[src/paw_pkg.sv]
// shared constants and types for the projection angle weight block
`default_nettype none
package paw_pkg;
  localparam int MaxRows = 64;
  localparam int MaxCols = 8;
  localparam int RowW = $clog2(MaxRows);
  localparam int ColW = $clog2(MaxCols);
  localparam int Depth = MaxRows * MaxCols;
  localparam logic [32:0] PiQ30 = 33'd3373259426;
  localparam logic [32:0] HalfPiQ30 = 33'd1686629713;
  localparam logic [33:0] TwoPiQ30 = 34'd6746518852;
  localparam int CordicSteps = 31;

  localparam logic [0:0] ModeWrite = 1'b0;
  localparam logic [0:0] ModeQuery = 1'b1;
  localparam logic [0:0] RegRows = 1'b0;
  localparam logic [0:0] RegCols = 1'b1;

  function automatic logic [29:0] atan_q30(input logic [4:0] i);
    logic [29:0] v;
    case (i)
      5'd0: v = 30'd843314857;
      5'd1: v = 30'd497837829;
      5'd2: v = 30'd263043837;
      5'd3: v = 30'd133525159;
      5'd4: v = 30'd67021687;
      5'd5: v = 30'd33543516;
      5'd6: v = 30'd16775851;
      5'd7: v = 30'd8388437;
      5'd8: v = 30'd4194283;
      5'd9: v = 30'd2097149;
      default: v = 30'd1 << (5'd30 - i);
    endcase
    return v;
  endfunction

  typedef struct packed {
    logic        go;
    logic [83:0] rad;
    logic [42:0] dot;
  } ang_req_t;

  typedef struct packed {
    logic        done;
    logic [32:0] angle;
  } ang_rsp_t;
endpackage
`default_nettype wire

[src/paw_angle.sv]
// square root, then vectoring cordic for the angle term, one step a cycle
`default_nettype none
module paw_angle (
  input  wire logic              clk,
  input  wire logic              rst,
  input  wire paw_pkg::ang_req_t req,
  output paw_pkg::ang_rsp_t      rsp
);
  typedef enum logic [4:0] {
    S_IDLE = 5'b00001,
    S_SQRT = 5'b00010,
    S_NORM = 5'b00100,
    S_CORD = 5'b01000,
    S_DONE = 5'b10000
  } state_t;

  state_t       state;
  logic [5:0]   cnt;
  logic [83:0]  rad;
  logic [41:0]  root;
  logic [43:0]  srem;
  logic [42:0]  dot;
  logic signed [45:0] x, y;
  logic signed [34:0] z;
  logic [45:0]  rem_sh;
  logic [45:0]  sq_try;
  logic [42:0]  xmag;
  logic [42:0]  mx;
  logic signed [45:0] xs, ys;
  logic [4:0]   step;

  always_comb begin
    rem_sh = {srem, rad[83:82]};
    sq_try = rem_sh - {2'b00, root, 2'b01};
    xmag = dot[42] ? 43'(-dot) : dot;
    mx = (xmag > 43'(root)) ? xmag : 43'(root);
    step = cnt[4:0];
    xs = x >>> step;
    ys = y >>> step;
  end

  always_ff @(posedge clk) begin
    if (rst) begin
      state <= S_IDLE;
      rsp.done <= 1'b0;
    end else begin
      rsp.done <= (state == S_DONE);
      unique case (state)
        S_IDLE: begin
          if (req.go) begin
            rad <= req.rad;
            dot <= req.dot;
            root <= '0;
            srem <= '0;
            cnt <= 6'd41;
            state <= S_SQRT;
          end
        end
        S_SQRT: begin
          if (!sq_try[45]) begin
            srem <= sq_try[43:0];
            root <= {root[40:0], 1'b1};
          end else begin
            srem <= rem_sh[43:0];
            root <= {root[40:0], 1'b0};
          end
          rad <= rad << 2;
          if (cnt == 6'd0) state <= S_NORM;
          else cnt <= cnt - 6'd1;
        end
        S_NORM: begin
          if (mx == '0) begin
            z <= '0;
            state <= S_DONE;
          end else if (mx < (43'd1 << 40)) begin
            root <= root << 1;
            if (dot[42]) dot <= 43'(-(xmag << 1));
            else dot <= xmag << 1;
          end else begin
            cnt <= '0;
            if (dot[42]) begin
              x <= 46'(root);
              y <= 46'(xmag);
              z <= 35'(paw_pkg::HalfPiQ30);
            end else begin
              x <= 46'(xmag);
              y <= 46'(root);
              z <= 35'sd0;
            end
            state <= S_CORD;
          end
        end
        S_CORD: begin
          if (y > 0) begin
            x <= x + ys;
            y <= y - xs;
            z <= z + 35'(paw_pkg::atan_q30(step));
          end else if (y < 0) begin
            x <= x - ys;
            y <= y + xs;
            z <= z - 35'(paw_pkg::atan_q30(step));
          end
          if (cnt == 6'(paw_pkg::CordicSteps - 1)) state <= S_DONE;
          else cnt <= cnt + 6'd1;
        end
        S_DONE: begin
          if (z < 0) rsp.angle <= '0;
          else if (z > 35'(paw_pkg::PiQ30)) rsp.angle <= paw_pkg::PiQ30;
          else rsp.angle <= z[32:0];
          state <= S_IDLE;
        end
        default: state <= S_IDLE;
      endcase
    end
  end

`ifndef SYNTHESIS
  a_done_pulse: assert property (@(posedge clk) disable iff (rst)
    rsp.done |=> !rsp.done) else $error("angle done held");
  a_start_idle: assert property (@(posedge clk) disable iff (rst)
    (state != S_IDLE) |=> !rsp.done || $past(state == S_DONE))
    else $error("angle done out of order");
  a_range: assert property (@(posedge clk) disable iff (rst)
    rsp.done |-> rsp.angle <= paw_pkg::PiQ30) else $error("angle out of range");
`endif
endmodule
`default_nettype wire

[config.mk]
export PLATFORM = sky130hd
export DESIGN_NAME = paw_angle
export DESIGN_NICKNAME = d
export VERILOG_FILES = /design/src/paw_pkg.sv /design/src/paw_angle.sv
export SDC_FILE = /design/constraint.sdc
export NUM_CORES = 2
export LEC_CHECK = 0
export BUFFER_PORTS_ARGS = -buffer_cell sky130_fd_sc_hd__buf_2
export CAP_MARGIN = 20
export CORE_UTILIZATION = 50
export DETAILED_ROUTE_END_ITERATION = 12
export PLACE_DENSITY = 0.67
export SKIP_LAST_GASP = 1
export SLEW_MARGIN = 20
export SYNTH_ARGS = -nofsm -noshare
export SYNTH_HDL_FRONTEND = slang
export SYNTH_SLANG_ARGS = --single-unit
[constraint.sdc]
create_clock -name clk -period 17.5 [get_ports clk]
set_input_delay 5.25 -clock clk [delete_from_list [all_inputs] [get_ports clk]]
set_output_delay 5.25 -clock clk [all_outputs]
set_load 0.02 [all_outputs]
==> results summary <==
The total overflow reported by the global router came out at 0. The worst setup path is captured at a flip-flop. Leaving out fill and tap cells, the most frequent cells in the layout are sky130_fd_sc_hd__nand2_1, sky130_fd_sc_hd__edfxtp_1, sky130_fd_sc_hd__o21ai_0. The mean number of vias per cell is approximately 6.6. The path class of the tightest hold or removal check is reg -> reg.

The count of final max-slew check failures is 0. The final RePlAce weighted congestion is between 1 and 1.5. The die area came out at around 80,000 µm².

The total number of yosys warnings came out at 0. Across the VDD grid, the largest voltage drop is about 0.082 mV. TritonCTS built the clock tree. The maximum fanout along the worst path came out at 56. The reported max-cap violation count came out at 0. The count of endpoints failing setup in the final report is 0. The global routing usage on met2 came out at 50.2%.

The growth of design area from synthesis to finish is 8.35%. The die outline height came out at 282 µm. The headroom to the max-slew limit is 14.9%. The share of synthesized area occupied by flip-flops and latches came out at 29.4%.

The area inside the core boundary came out at 77,500 µm². In the synthesized netlist the dominant register cell turns out to be sky130_fd_sc_hd__edfxtp_1. The buffer count from post-CTS setup fixing is 0. The top achievable clock speed is 105 MHz. The hold violation total from the final report came out at 0.

The starting density of the core is 50.5%. The total DRC errors in the routed layout came out at 0. During I/O placement, the number of pins put on the boundary was ~160. Global routing consumed, over all layers together, 33.7% of the routing resources. The largest incremental delay on the critical path is 0.81 ns.

The layer flagged by global routing as most heavily used is met2. The type of origin of the critical path is a flip-flop. The first routing iteration left 4,958 violations. The worst path uses 54.2% of the clock period.

The first-pass GRT wire length came out at 206,000 µm. During placement, the flow inserted port buffers numbering ~160. The placed instances occupy a cell area of 40,800 µm².

The fraction of registers with async set or reset after synthesis is 0%. The share of cells above drive strength 1 is 12.0%. The count of nets left with antenna violations once routing finished came out at 0. In the synthesized netlist, the number of instances is between 4,000 and 5,000.

The total clock buffers created by CTS is 48. The post-synth net total is 4,864. Clock-pin slew was measured on the worst setup and hold paths at 0.06 ns. The pin count of the biggest net entering global routing is 134. The final instance area is 42,400 µm². The initial antenna violation count was 8. The number of global-route vias before repair is about 34,000. The synthesized design contains 385 register bits. The number of search-and-repair iterations in the first detailed-routing pass is 7. On the critical path, the stage with the largest delay is an instance of sky130_fd_sc_hd__edfxtp_1.

The static leakage is between 0.015 and 0.02 µW. The fill cell instance count of the final layout is 7,234. The number of flops mapped to enable cells by yosys came out at 379.

CTS placed an instance of sky130_fd_sc_hd__clkbuf_16 at the clock tree root. A synthesized cell averages 8.68 µm². STA puts the critical path data arrival time at 9.91 ns.

The global-route track usage on met1 came out at a little under half. The routed wirelength normalized by instance count is 24.4 µm. The die boundary width came out at 282 µm.

The clock reaches the later pin of the worst-skew pair after 0.62 ns. The worst clock skew came out at 0.0365 ns. The transition time of the tightest slew-check pin is ~1.3 ns. The number of different library cells used by synthesis comes to 99.

After synthesis the cells add up to between 30,000 and 40,000 µm². After clock tree synthesis, the flow added hold-fix buffers numbering 0. The met3 usage came out at 7.96%. The required arrival time at the worst endpoint came out at 17.92 ns.

Across all layers, the routed design uses 36,800 vias. The net total in the final layout is a little under 5,000. The number of placement rows came out at 102. The run finished with clean final reports. The total negative slack came out at 0 ns.

The shortest clock period the worst path allows after layout is ~9.5 ns. The H-tree was split into 2 levels. The clock net sink count is around 390. By startpoint and endpoint, the worst setup path is classified as reg -> reg. The post-CTS resize count is 0. The HPWL after detailed placement is approximately 100,000 µm. The library cell used most frequently in the layout, excluding fill and tap cells, is sky130_fd_sc_hd__nand2_1. Power spread over the standard cell area amounts to 72.2 nW/µm². Walking the worst path, the cells encountered are buf_4 > buf_4 > mux4_2 > a32o_1 > nor4b_1 > nor2b_1 > and3_1 > nand3_1 > nor3_1 > a31oi_1 > xnor2_1 > ha_1 > a21o_1 > or3b_2 > or3_1 > a221o_1 > a32oi_1 > o221ai_1 > a31o_2 > a21oi_1 > a21oi_1 > xnor3_1 > nor2_1.

The maximum clock path buffer count came out at 3. The final routed wirelength across all metal layers is 137,000 µm. Setup repair after global routing left no endpoint under its margin.
[registers in the layout, indices dropped and copies added (netlist names)]
signal and flops:
rad 84, x 46, y 46, srem 44, dot 43, root 42
z 35, rsp 34, cnt 6, state 5
[final cells by class]
class / instances / area (µm²) / area share (%)
multi-input combinational: 3660 / 25900 / 61.1
sequential: 385 / 11500 / 27.1
timing repair buffer: 239 / 1400 / 3.30
tap: 1040 / 1300 / 3.07
clock buffer: 58 / 1280 / 3.01
inverter: 185 / 696 / 1.64
clock inverter: 29 / 330 / 0.779
antenna: 4 / 10.0 / 0.0236
[cells by family after synthesis]
logic type / Yosys count / share of synthesized area, %
other: 1 / 0.00958
adders and majority gates: 222 / 7.17
and+or+nand+nor: 1485 / 17.7
muxes: 338 / 12.8
xor gates and xnor gates: 314 / 7.09
buffers and inverters: 467 / 4.68
AOI/OAI and AO/OA: 1300 / 21.2
DFF: 385 / 29.4
[power breakdown]
| group | switching (µW) | internal (µW) | leakage [µW] |
|---|---|---|---|
| clock network | 423 | 609 | 0.000792 |
| logic | 574 | 362 | 0.0126 |
| registers | 33.5 | 1060 | 0.00355 |
| total | 1030 | 2030 | 0.0170 |
[worst paths after layout]
| check | slack, ns | end | depth (start not counted) | from |
|---|---|---|---|---|
| worst max register to register | 8.01 | x[45] | 23 | cnt[0] |
| worst min-delay path | 0.51 | rad[26] | 2 | rad[24] |
| worst min register to register | 0.51 | rad[26] | 2 | rad[24] |
| worst max-delay path | 8.01 | x[45] | 23 | cnt[0] |
[synthesized netlist by cell type, types with 11 or more instances]
cell type,number,area (µm²)
sky130_fd_sc_hd__nand2_1,619,2320
sky130_fd_sc_hd__edfxtp_1,379,11400
sky130_fd_sc_hd__nor2_1,343,1290
sky130_fd_sc_hd__o21ai_0,340,1700
sky130_fd_sc_hd__a21oi_1,325,1630
sky130_fd_sc_hd__ha_1,218,2730
sky130_fd_sc_hd__clkbuf_1,192,721
sky130_fd_sc_hd__xnor2_1,191,1670
sky130_fd_sc_hd__inv_1,180,676
sky130_fd_sc_hd__mux2i_1,158,1580
sky130_fd_sc_hd__xor2_1,121,1060
sky130_fd_sc_hd__a21o_1,111,833
sky130_fd_sc_hd__mux4_2,109,2450
sky130_fd_sc_hd__nor3_1,65,325
sky130_fd_sc_hd__nand3_1,61,305
sky130_fd_sc_hd__mux2_2,59,664
sky130_fd_sc_hd__a211oi_1,57,428
sky130_fd_sc_hd__a31oi_1,56,350
sky130_fd_sc_hd__buf_1,51,191
sky130_fd_sc_hd__o211ai_1,51,383
sky130_fd_sc_hd__o22ai_1,50,313
sky130_fd_sc_hd__and2_1,47,294
sky130_fd_sc_hd__nand2b_1,43,269
sky130_fd_sc_hd__nor4_1,43,269
sky130_fd_sc_hd__nand4_1,41,257
sky130_fd_sc_hd__nor2b_1,41,257
sky130_fd_sc_hd__and3_1,39,244
sky130_fd_sc_hd__o31ai_1,38,285
sky130_fd_sc_hd__o21a_1,32,240
sky130_fd_sc_hd__or3_1,32,200
sky130_fd_sc_hd__buf_2,31,155
sky130_fd_sc_hd__a22oi_1,24,180
sky130_fd_sc_hd__or4_1,24,180
sky130_fd_sc_hd__o21bai_1,21,158
sky130_fd_sc_hd__or2_2,21,131
sky130_fd_sc_hd__a221oi_1,14,123
sky130_fd_sc_hd__and4_1,13,114
sky130_fd_sc_hd__nand3b_1,13,97.6
sky130_fd_sc_hd__o41ai_1,13,114
sky130_fd_sc_hd__mux4_1,12,315
sky130_fd_sc_hd__nor3b_1,12,90.1
sky130_fd_sc_hd__o221ai_1,12,105
sky130_fd_sc_hd__a221o_1,11,110
[layer usage]
metal / up-vias / part of all wire (%)
met5: - / 0.0081
met4: 2 / 5.2
met3: 444 / 11
met2: 2098 / 43
met1: 17400 / 41
li1: 16900 / -
[through the flow]
stage / hold WS, ns / power [µW] / setup WS, ns / instances / util [%]
2_1_floorplan: 0.475 / 1790 / 5.12 / 4512 / -
3_3_place_gp: 0.487 / 2020 / 8.36 / 5509 / 52.7
3_5_place_dp: 0.493 / 2020 / 8.24 / 5509 / 52.7
4_1_cts: 0.510 / 3060 / 8.20 / 5596 / 54.8
5_1_grt: 0.528 / 3200 / 7.60 / 5597 / 54.8
6_report: 0.510 / 3060 / 8.01 / 5600 / 54.8
[critical path, delay by kind of cell (launching register included)]
family,cells,cell delay [ns]
adder cells (fa/ha/maj),1,0.25
AO/OA/AOI/OAI,9,2.55
multiplexers,1,0.66
flip-flops,1,0.81
XOR/XNOR,2,0.53
buffers and inverters,2,1.46
AND/OR/NAND/NOR,8,3.02
(Power assumes the default switching activity.)
